$ cat src/hdl/lffp_pkg.sv
`timescale 1ns / 1ps
// Shared types, codes and tables of the laser frame file parser.
package lffp_pkg;

    localparam int PALETTE_DEPTH_DEF = 256;
    localparam int RAINBOW_SIZE      = 64;

    // Section formats
    localparam logic [2:0] FMT_3D_INDEXED = 3'd0;
    localparam logic [2:0] FMT_2D_INDEXED = 3'd1;
    localparam logic [2:0] FMT_PALETTE    = 3'd2;
    localparam logic [2:0] FMT_3D_TRUE    = 3'd4;
    localparam logic [2:0] FMT_2D_TRUE    = 3'd5;

    typedef enum logic [1:0] {
        KIND_DOT        = 2'd0,
        KIND_BAD_MAGIC  = 2'd1,
        KIND_BAD_FORMAT = 2'd2,
        KIND_END        = 2'd3
    } lffp_kind_t;

    // Work handed from the byte parser to the dot stage, one per transfer
    typedef struct packed {
        logic        emit;
        lffp_kind_t  kind;
        logic [15:0] x;
        logic [15:0] y;
        logic [23:0] rgb_direct;
        logic        use_palette;
        logic        idx_oor;
        logic        blank;
        logic [15:0] frame;
        logic        finished;
        logic        box_clear;
        logic        box_update;
    } lffp_req_t;

    function automatic logic [7:0] magic_byte(input logic [1:0] idx);
        logic [7:0] r;
        case (idx)
            2'd0:    r = 8'h49;
            2'd1:    r = 8'h4C;
            2'd2:    r = 8'h44;
            default: r = 8'h41;
        endcase
        return r;
    endfunction

    function automatic logic format_ok(input logic [7:0] f);
        return f == 8'(FMT_3D_INDEXED) || f == 8'(FMT_2D_INDEXED) || f == 8'(FMT_PALETTE) ||
               f == 8'(FMT_3D_TRUE) || f == 8'(FMT_2D_TRUE);
    endfunction

    function automatic logic [3:0] record_width(input logic [2:0] f);
        logic [3:0] r;
        case (f)
            FMT_2D_INDEXED: r = 4'd6;
            FMT_PALETTE:    r = 4'd3;
            FMT_3D_TRUE:    r = 4'd10;
            default:        r = 4'd8;
        endcase
        return r;
    endfunction

    function automatic logic [23:0] rainbow(input logic [5:0] idx);
        logic [23:0] r;
        case (idx)
            6'd0:  r = 24'hFF0000; 6'd1:  r = 24'hFF1000; 6'd2:  r = 24'hFF2000;
            6'd3:  r = 24'hFF3000; 6'd4:  r = 24'hFF4000; 6'd5:  r = 24'hFF5000;
            6'd6:  r = 24'hFF6000; 6'd7:  r = 24'hFF7000; 6'd8:  r = 24'hFF8000;
            6'd9:  r = 24'hFF9000; 6'd10: r = 24'hFFA000; 6'd11: r = 24'hFFB000;
            6'd12: r = 24'hFFC000; 6'd13: r = 24'hFFD000; 6'd14: r = 24'hFFE000;
            6'd15: r = 24'hFFF000; 6'd16: r = 24'hFFFF00; 6'd17: r = 24'hE0FF00;
            6'd18: r = 24'hC0FF00; 6'd19: r = 24'hA0FF00; 6'd20: r = 24'h80FF00;
            6'd21: r = 24'h60FF00; 6'd22: r = 24'h40FF00; 6'd23: r = 24'h20FF00;
            6'd24: r = 24'h00FF00; 6'd25: r = 24'h00FF24; 6'd26: r = 24'h00FF49;
            6'd27: r = 24'h00FF6D; 6'd28: r = 24'h00FF92; 6'd29: r = 24'h00FFB6;
            6'd30: r = 24'h00FFDB; 6'd31: r = 24'h00FFFF; 6'd32: r = 24'h00E3FF;
            6'd33: r = 24'h00C6FF; 6'd34: r = 24'h00AAFF; 6'd35: r = 24'h008EFF;
            6'd36: r = 24'h0071FF; 6'd37: r = 24'h0055FF; 6'd38: r = 24'h0038FF;
            6'd39: r = 24'h001CFF; 6'd40: r = 24'h0000FF; 6'd41: r = 24'h2000FF;
            6'd42: r = 24'h4000FF; 6'd43: r = 24'h6000FF; 6'd44: r = 24'h8000FF;
            6'd45: r = 24'hA000FF; 6'd46: r = 24'hC000FF; 6'd47: r = 24'hE000FF;
            6'd48: r = 24'hFF00FF; 6'd49: r = 24'hFF20FF; 6'd50: r = 24'hFF40FF;
            6'd51: r = 24'hFF60FF; 6'd52: r = 24'hFF80FF; 6'd53: r = 24'hFFA0FF;
            6'd54: r = 24'hFFC0FF; 6'd55: r = 24'hFFE0FF; 6'd56: r = 24'hFFFFFF;
            6'd57: r = 24'hFFE0E0; 6'd58: r = 24'hFFC0C0; 6'd59: r = 24'hFFA0A0;
            6'd60: r = 24'hFF8080; 6'd61: r = 24'hFF6060; 6'd62: r = 24'hFF4040;
            default: r = 24'hFF2020;
        endcase
        return r;
    endfunction

endpackage

$ cat src/hdl/lffp_dot_stage.sv
`timescale 1ns / 1ps
// Dot stage: colour resolution, bounding box and the output register.
module lffp_dot_stage import lffp_pkg::*; (
    input  logic        aclk,
    input  logic        aresetn,
    input  logic        in_accept,
    input  lffp_req_t   req_in,
    input  logic [23:0] pal_rgb,
    output logic        advance,
    output logic        m_valid,
    input  logic        m_ready,
    output logic [1:0]  m_result_kind,
    output logic [15:0] m_dot_x,
    output logic [15:0] m_dot_y,
    output logic [7:0]  m_dot_red,
    output logic [7:0]  m_dot_green,
    output logic [7:0]  m_dot_blue,
    output logic [15:0] m_frame_number,
    output logic [15:0] m_box_x_min,
    output logic [15:0] m_box_x_max,
    output logic [15:0] m_box_y_min,
    output logic [15:0] m_box_y_max,
    output logic        m_file_finished
);

    typedef struct packed {
        logic [15:0] x_min;
        logic [15:0] x_max;
        logic [15:0] y_min;
        logic [15:0] y_max;
    } lffp_box_t;

    localparam lffp_box_t BOX_RESET = '{x_min: 16'hFFFF, x_max: 16'h0000,
                                        y_min: 16'hFFFF, y_max: 16'h0000};

    logic        s2_valid_reg;
    lffp_req_t   req_reg;
    lffp_box_t   box_reg, box_base, box_next;
    logic [23:0] rgb;
    logic        load;

    logic        m_valid_reg;
    lffp_kind_t  kind_reg;
    logic [15:0] x_reg, y_reg, frame_reg;
    logic [23:0] rgb_reg;
    lffp_box_t   obox_reg;
    logic        finished_reg;

    // Hold the stage while a result waits here and the output register cannot drain
    assign advance = !(s2_valid_reg && req_reg.emit && m_valid_reg && !m_ready);
    assign load    = advance && s2_valid_reg && req_reg.emit;

    always_comb begin
        if (req_reg.blank) begin
            rgb = '0;
        end else if (req_reg.use_palette) begin
            rgb = req_reg.idx_oor ? 24'h000000 : pal_rgb;
        end else begin
            rgb = req_reg.rgb_direct;
        end

        box_base = req_reg.box_clear ? BOX_RESET : box_reg;
        box_next = box_base;
        if (req_reg.box_update) begin
            if (req_reg.x < box_base.x_min) box_next.x_min = req_reg.x;
            if (req_reg.x > box_base.x_max) box_next.x_max = req_reg.x;
            if (req_reg.y < box_base.y_min) box_next.y_min = req_reg.y;
            if (req_reg.y > box_base.y_max) box_next.y_max = req_reg.y;
        end
    end

    always_ff @(posedge aclk) begin
        if (!aresetn) begin
            s2_valid_reg <= 1'b0;
            box_reg      <= BOX_RESET;
            m_valid_reg  <= 1'b0;
        end else begin
            if (advance) begin
                s2_valid_reg <= in_accept;
                if (s2_valid_reg) begin
                    box_reg <= box_next;
                end
            end
            if (load) begin
                m_valid_reg <= 1'b1;
            end else if (m_ready) begin
                m_valid_reg <= 1'b0;
            end
        end
    end

    always_ff @(posedge aclk) begin
        if (advance) begin
            req_reg <= req_in;
        end
        if (load) begin
            kind_reg     <= req_reg.kind;
            x_reg        <= req_reg.x;
            y_reg        <= req_reg.y;
            rgb_reg      <= rgb;
            frame_reg    <= req_reg.frame;
            obox_reg     <= box_next;
            finished_reg <= req_reg.finished;
        end
    end

    assign m_valid         = m_valid_reg;
    assign m_result_kind   = kind_reg;
    assign m_dot_x         = x_reg;
    assign m_dot_y         = y_reg;
    assign m_dot_red       = rgb_reg[23:16];
    assign m_dot_green     = rgb_reg[15:8];
    assign m_dot_blue      = rgb_reg[7:0];
    assign m_frame_number  = frame_reg;
    assign m_box_x_min     = obox_reg.x_min;
    assign m_box_x_max     = obox_reg.x_max;
    assign m_box_y_min     = obox_reg.y_min;
    assign m_box_y_max     = obox_reg.y_max;
    assign m_file_finished = finished_reg;

endmodule

$ cat config.mk
export PLATFORM = sky130hd
export DESIGN_NAME = lffp_dot_stage
export DESIGN_NICKNAME = d
export VERILOG_FILES = /design/src/hdl/lffp_pkg.sv /design/src/hdl/lffp_dot_stage.sv
export SDC_FILE = /design/constraint.sdc
export NUM_CORES = 1
export LEC_CHECK = 0
export BUFFER_PORTS_ARGS = -buffer_cell sky130_fd_sc_hd__buf_2
export CORE_ASPECT_RATIO = 0.5
export CORE_MARGIN = 8
export CORE_UTILIZATION = 49
export CTS_CLUSTER_DIAMETER = 100
export DETAILED_ROUTE_END_ITERATION = 10
export PLACE_DENSITY = 0.76
export RECOVER_POWER = 25
export SKIP_CTS_REPAIR_TIMING = 1
export SLEW_MARGIN = 20
export SYNTH_ARGS = -nofsm -noshare
export SYNTH_HDL_FRONTEND = slang
export SYNTH_SLANG_ARGS = --single-unit
$ cat constraint.sdc
create_clock -name aclk -period 7.26 [get_ports aclk]
set_input_delay 0.363 -clock aclk [delete_from_list [all_inputs] [get_ports aclk]]
set_output_delay 0.363 -clock aclk [all_outputs]
set_load 0.05 [all_outputs]
==> results of run 1 <==
[cells by family (layout without fill, tap and decap cells)]
group                      count (synthesis)  in the layout  synth area share
and+or+nand+nor                          309            309             0.123
DFF                                      286            286             0.674
AOI/OAI and AO/OA                        190            190            0.0998
buffers and inverters                     64            371            0.0212
adders and majority gates                 62             62            0.0660
muxes                                     18             18            0.0155
other                                      0              1                 0
[power by group through the flow]
stage	Combinational, mW	Sequential, mW	Clock (mW)
final	0.321	1.88	1.44
after global routing	0.349	1.88	1.52
after CTS	0.302	1.88	1.46
after detailed placement	0.301	1.91	0
after global placement	0.289	1.91	0
after floorplan	0.133	1.98	0
[synth_stat cells (18+ instances only)]
cell and count:
a21oi_1 64, clkbuf_1 35, dfxtp_1 66, edfxtp_1 220, ha_1 62, inv_1 18, nand2_1 121, nand2b_1 32
nor2_1 63, nor2b_1 48, nor3_1 18, o21ai_0 52
[layout make-up]
class,count,share of cell area
multi-input cells,579,0.247
diodes,1,0.000171
repair buffers,305,0.120
clock buffers,38,0.0509
clock inverters,10,0.0103
inverters,18,0.00461
well taps,315,0.0269
flip-flops and latches,286,0.540
[worst paths after layout]
| path | slack [ns] | depth (start not counted) | from | to |
|---|---|---|---|---|
| worst min-delay path | 0.007 | 1 | req_in[71] | req_reg[71]$_DFFE_PN_ |
| worst max-delay path | 2.62 | 10 | req_reg[1]$_DFFE_PN_ | box_reg[4]$_SDFFE_PN0P_ |
| worst min register to register | 0.42 | 0 | req_reg[79]$_DFFE_PN_ | m_result_kind[1]$_DFFE_PP_ |
| worst max register to register | 2.62 | 10 | req_reg[1]$_DFFE_PN_ | box_reg[4]$_SDFFE_PN0P_ |
[routing by layer]
| layer | track usage | share of wire | up-vias |
|---|---|---|---|
| met4 | 0.0571 | 0.033 | 0 |
| met3 | 0.0292 | 0.048 | 80 |
| met5 | 0 | 0 | - |
| met2 | 0.333 | 0.52 | 268 |
| li1 | - | - | 3972 |
| met1 | 0.217 | 0.40 | 4025 |
[per-stage QoR]
stage               area, µm²  utilization  setup WS (ns)  cells  hold WS (ns)
global placement        13300        0.560           2.99   1455         0.400
global route            14700        0.617           2.27   1552      -0.00496
finish                  14700        0.617           2.62   1552       0.00687
floorplan               11800            -          0.143    929         0.400
detailed placement      13300        0.560           2.77   1455         0.405
CTS                     14200        0.598           2.75   1503       -0.0147
[worst reg2reg max path: stages, from the launching register on]
cell and delay [ns]:
edfxtp_1 1.11, buf_4 0.50, nand2b_1 0.21, ha_1 0.16
nand4_1 0.15, or3_1 0.36, a21oi_1 0.13, o311a_1 0.80
nand2_2 0.40, nand2_1 0.52, o22ai_1 0.14
==> results_dict.tcl, run 1 <==
set metrics [dict create \
    outcome "completed" \
    ys_ff_latch 286 \
    skew_ns 0.00937 \
    final_hold_viol_count 0 \
    synthArstFlopShare 0 \
    cts_tree "built" \
    vdd_drop_max_mv 0.130 \
    crit_family "simple AND/OR/NAND/NOR gates" \
    path_max_fanout 34 \
    place.gp.congestion 0.828 \
    hp-class "input port to flop" \
    clockPowerShare 0.395 \
    finalMaxSlewViolations 0 \
    fin_crit_ns 4.64 \
    numCtsBuffers 26 \
    avgSynthCellArea_um2 12.7 \
    ys.flop_type "edfxtp_1" \
    multi_input_area_um2 3620 \
    ioPinCount 250 \
    synth.distinct_cells 44 \
    die_w_um 235 \
    synthTopCellsByArea "edfxtp_1 (56%), dfxtp_1 (11%), ha_1 (6.6%)" \
    drive_gt1_frac 0.226 \
    setup.worst_path.end_class "flop" \
    htreeDepth 1 \
    crit_chain "buf_4, nand2b_1, ha_1, nand4_1, or3_1, a21oi_1, o311a_1, nand2_2, nand2_1, o22ai_1" \
    drc 0 \
    syn_nets 1100 \
    setup_viol 0 \
    firstDrtPassIters 5 \
    port_buffers 249 \
    regArea_um2 7930 \
    cp_slowest_cell "edfxtp_1" \
    die_h_um 126 \
    ys_seq_area_frac 0.674 \
    ys_warn_count 0 \
    crit_type "flop to flop" \
    insertion_delay_ns 0.53 \
    clock_path_buffers 3 \
    drv_cap 0 \
    grt_use_total 0.181 \
    dieArea_um2 29500 \
    netlist_area_um2 11800 \
    path_buf_inv 1 \
    core_um2 23800 \
    synth_area_leader_cell "edfxtp_1" \
    final_common_cell "buf_2" \
    wl_mm 28.8 \
    worst_pin_slew_ns 1.16 \
    internal_power_mw 2.80 \
    arrival_ns 5.02 \
    syn_inst 929 \
    synth_edf_count 220 \
    path_clk_slew_ns 0.06 \
    row_count 40 \
    final_nets 1387 \
    worstPathRequired_ns 7.64 \
    synth_top_area_frac 0.562 \
    rsz0062_at_grt "no" \
    period_share 0.640 \
    swShare 0.231 \
    overflow 0 \
    grt_pass1_wl_mm 43.6 \
    vias_per_cell 5.38 \
    start_util 0.495 \
    largest_register_ff_count 81 \
    total_power_mw 3.64 \
    critPathMaxStageDelay_ns 1.11 \
    dr.first_iter.drc_count 732 \
    wl_per_cell_um 18.6 \
    cellPowerDensity_nw_per_um2 248 \
    clock-sinks 286 \
    setup-tns-final_ns 0 \
    p_sw_uw 839 \
    critPathLaunchType "flop" \
    leakage_nw 5.87 \
    p_comb_frac 0.088 \
    grt_max_degree 85 \
    antenna_left 0 \
    maxSlewHeadroom 0.229 \
    seq_power_share 0.516 \
    cts-root-buf "clkbuf_16" \
    grt_pass1_vias 8156 \
    num_vias 8345 \
    final_cell_mix "buf_2 (221), edfxtp_1 (220), nand2_1 (121)" \
    syn_to_final_growth_pct 24.7 \
    final.fill_count 1819 \
    fmax_mhz 215 \
    antenna_found_initial 1 \
    dp_hpwl_mm 19.9 \
]
Power figures use the tool's default switching activity.
==> inputs of run 2 (changes only) <==
Settings changed: ABC_AREA set to 1, CORE_UTILIZATION 49 to 55, PLACE_DENSITY 0.76 to 0.8.
Clock period 7.26 ns to 4.3 ns, I/O delays scaled along.
==> results_dict.tcl, run 2 <==
set metrics [dict create \
    outcome "complete, but fails checks" \
    violations "negative hold slack" \
    synth_area_leader_cell "edfxtp_1" \
    synth.distinct_cells 31 \
    grt_use_total 0.212 \
    avgSynthCellArea_um2 10.5 \
    final.fill_count 1635 \
    grt_pass1_vias 9413 \
    grt_pass1_wl_mm 48.6 \
    grt_max_degree 140 \
    period_share 0.710 \
    insertion_delay_ns 0.53 \
    hp-start "m_ready" \
    cp_slowest_cell "clkinv_2" \
    setup_viol 0 \
    syn_to_final_growth_pct 24.0 \
    netlist_area_um2 12600 \
    drv_cap 0 \
    ioPinCount 250 \
    crit_chain "inv_1, nor2_1, inv_1, nor2_1, clkinv_2, buf_4, buf_2" \
    yosys.cell_count.top_type "edfxtp_1" \
    drc 0 \
    worstHoldPathCells 4 \
    critPathMaxStageDelay_ns 0.57 \
    clock_path_buffers 3 \
    finalMaxSlewViolations 0 \
    vias_per_cell 5.33 \
    path_max_fanout 47 \
    start_util 0.556 \
    antenna_left 0 \
    crit_type "flop to primary output" \
    overflow 0 \
    cellPowerDensity_nw_per_um2 400 \
    wl_mm 32.5 \
    synth_top_area_frac 0.523 \
    critPathLaunchType "flop" \
    syn_nets 1371 \
    htreeDepth 1 \
    place.gp.congestion 0.835 \
    place_area_um2 14100 \
    fin_hold_ws_ns -0.00518 \
    hp-class "input port to flop" \
    synth_top_family_by_area "simple AND/OR/NAND/NOR gates" \
    fmax_mhz 328 \
    worstPathRequired_ns 4.09 \
    skew_ns 0.00947 \
    synthArstFlopShare 0 \
    ys.flop_type "edfxtp_1" \
    core_um2 22700 \
    rsz0062_at_grt "no" \
    cts-root-buf "clkbuf_16" \
    ys_ff_latch 286 \
    path_clk_slew_ns 0.07 \
    regArea_um2 7930 \
    leakage_nw 6.68 \
    r2r_slack_ns 1.36 \
    worst_pin_slew_ns 0.902 \
    arrival_ns 2.84 \
    numCtsBuffers 25 \
    syn_inst 1200 \
    port_buffers 249 \
    muxShareOfSynthArea 0 \
    num_vias 9806 \
    firstDrtPassIters 6 \
    cts_tree "built" \
    synth_edf_count 220 \
    setup.worst_path.end_class "primary output" \
    final_hold_viol_count 1 \
    dp_hpwl_mm 20.8 \
    vdd_drop_max_mv 0.302 \
    r2r-start "req_reg[1]$_DFFE_PN_" \
    synth_commonest_cells "edfxtp_1 (220), nand2_1 (214), nand3_1 (160)" \
    row_count 39 \
    ys_seq_area_frac 0.628 \
    antenna_found_initial 0 \
    synth_fa_ha_area_frac 0.0615 \
    dr.first_iter.drc_count 895 \
    synth_xor_area_frac 0 \
    drive_gt1_frac 0.196 \
    synthTopCellsByArea "edfxtp_1 (52%), dfxtp_1 (10%), nand2_1 (6.4%)" \
    multi_input_area_um2 3900 \
    ys_warn_count 0 \
    largest_register_ff_count 81 \
    total_power_mw 6.26 \
    synth_compound_area_frac 0.0548 \
    holdPathEnd "m_valid$_SDFFE_PN0P_" \
    maxSlewHeadroom 0.399 \
    wl_per_cell_um 17.7 \
    die_h_um 123 \
    clock-sinks 286 \
    design_area_um2 15700 \
    setup-tns-final_ns 0 \
    final_common_cell "edfxtp_1" \
    timing.rr.end "m_box_y_max[4]$_DFFE_PP_" \
    r2r_cells 10 \
    die_w_um 230 \
    dieArea_um2 28300 \
    yosys.area_share.simple 0.192 \
    final_nets 1685 \
    final_cell_mix "edfxtp_1 (220), buf_2 (217), nand2_1 (213)" \
    fin_crit_ns 3.05 \
]
## run 2: changes by cell type in the layout (fill, tap and decap cells not counted), moves of 34 or more
cell           previous run  this run
nor2b_1                  48         0
a21oi_1                  64       113
inv_1                    18       145
nand2_1                 121       213
nand3_1                   4       160
dlygate4sd3_1            48        82
o21ai_0                  52         3
## run 2: layout make-up
type                            count  share of cell area
Antenna cell                        1            0.000160
Clock buffer                       32              0.0416
Clock inverter                     12             0.00999
Inverter                          149              0.0361
Multi-Input combinational cell    717               0.249
Sequential cell                   286               0.506
Tap cell                          307              0.0245
Timing Repair Buffer              335               0.132
## run 2: worst max path at each step
stage                    startpoint                         to  slack [ns]  cells after the start
2_1_floorplan  m_valid$_SDFFE_PN0P_   box_reg[39]$_SDFFE_PN0P_        0.62                     11
3_5_place_dp   req_reg[1]$_DFFE_PN_  m_box_x_max[11]$_DFFE_PP_        1.39                     10
5_1_grt        m_valid$_SDFFE_PN0P_                    advance        0.96                      7
3_3_place_gp   req_reg[1]$_DFFE_PN_  m_box_x_max[11]$_DFFE_PP_        1.41                     10
6_report       m_valid$_SDFFE_PN0P_                    advance        1.25                      7
4_1_cts        m_valid$_SDFFE_PN0P_                    advance        1.13                      7
## run 2: stage by stage
step / utilization / instances / setup WS (ns) / hold slack (ns)
after floorplan: - / 1200 / 0.616 / 0.314
after global placement: 0.620 / 1712 / 1.41 / 0.391
after detailed placement: 0.620 / 1712 / 1.39 / 0.393
after CTS: 0.655 / 1756 / 1.13 / -0.169
after global routing: 0.690 / 1838 / 0.958 / 0.00326
final: 0.690 / 1839 / 1.25 / -0.00518
## run 2: routing by layer
metal | share of wire | wire length, µm | global-route usage | vias to the layer above
met5 | 0 | 0 | 0 | -
met4 | 0.033 | 1090 | 0.0831 | 0
met3 | 0.071 | 2300 | 0.0428 | 75
met2 | 0.50 | 16100 | 0.368 | 416
met1 | 0.40 | 13000 | 0.263 | 4646
li1 | - | - | - | 4669
## run 2: kinds of logic after synthesis
family,Yosys count
flip-flops,286
adder cells (fa/ha/maj),62
AO/OA/AOI/OAI,129
buffers and inverters,197
AND/OR/NAND/NOR,526
## run 2: worst max-delay path: cells and delay by family, from the launching register on
kind	cells	cell delay, ns
buffers and inverters	5	1.56
and+or+nand+nor	2	0.39
DFF	1	0.33
## run 2: power breakdown
group          switching, mW  internal (mW)  total (mW)
sequential            0.0776           3.12        3.19
clock                  0.989           1.31        2.30
combinational          0.502          0.261       0.763
total                   1.57           4.69        6.26
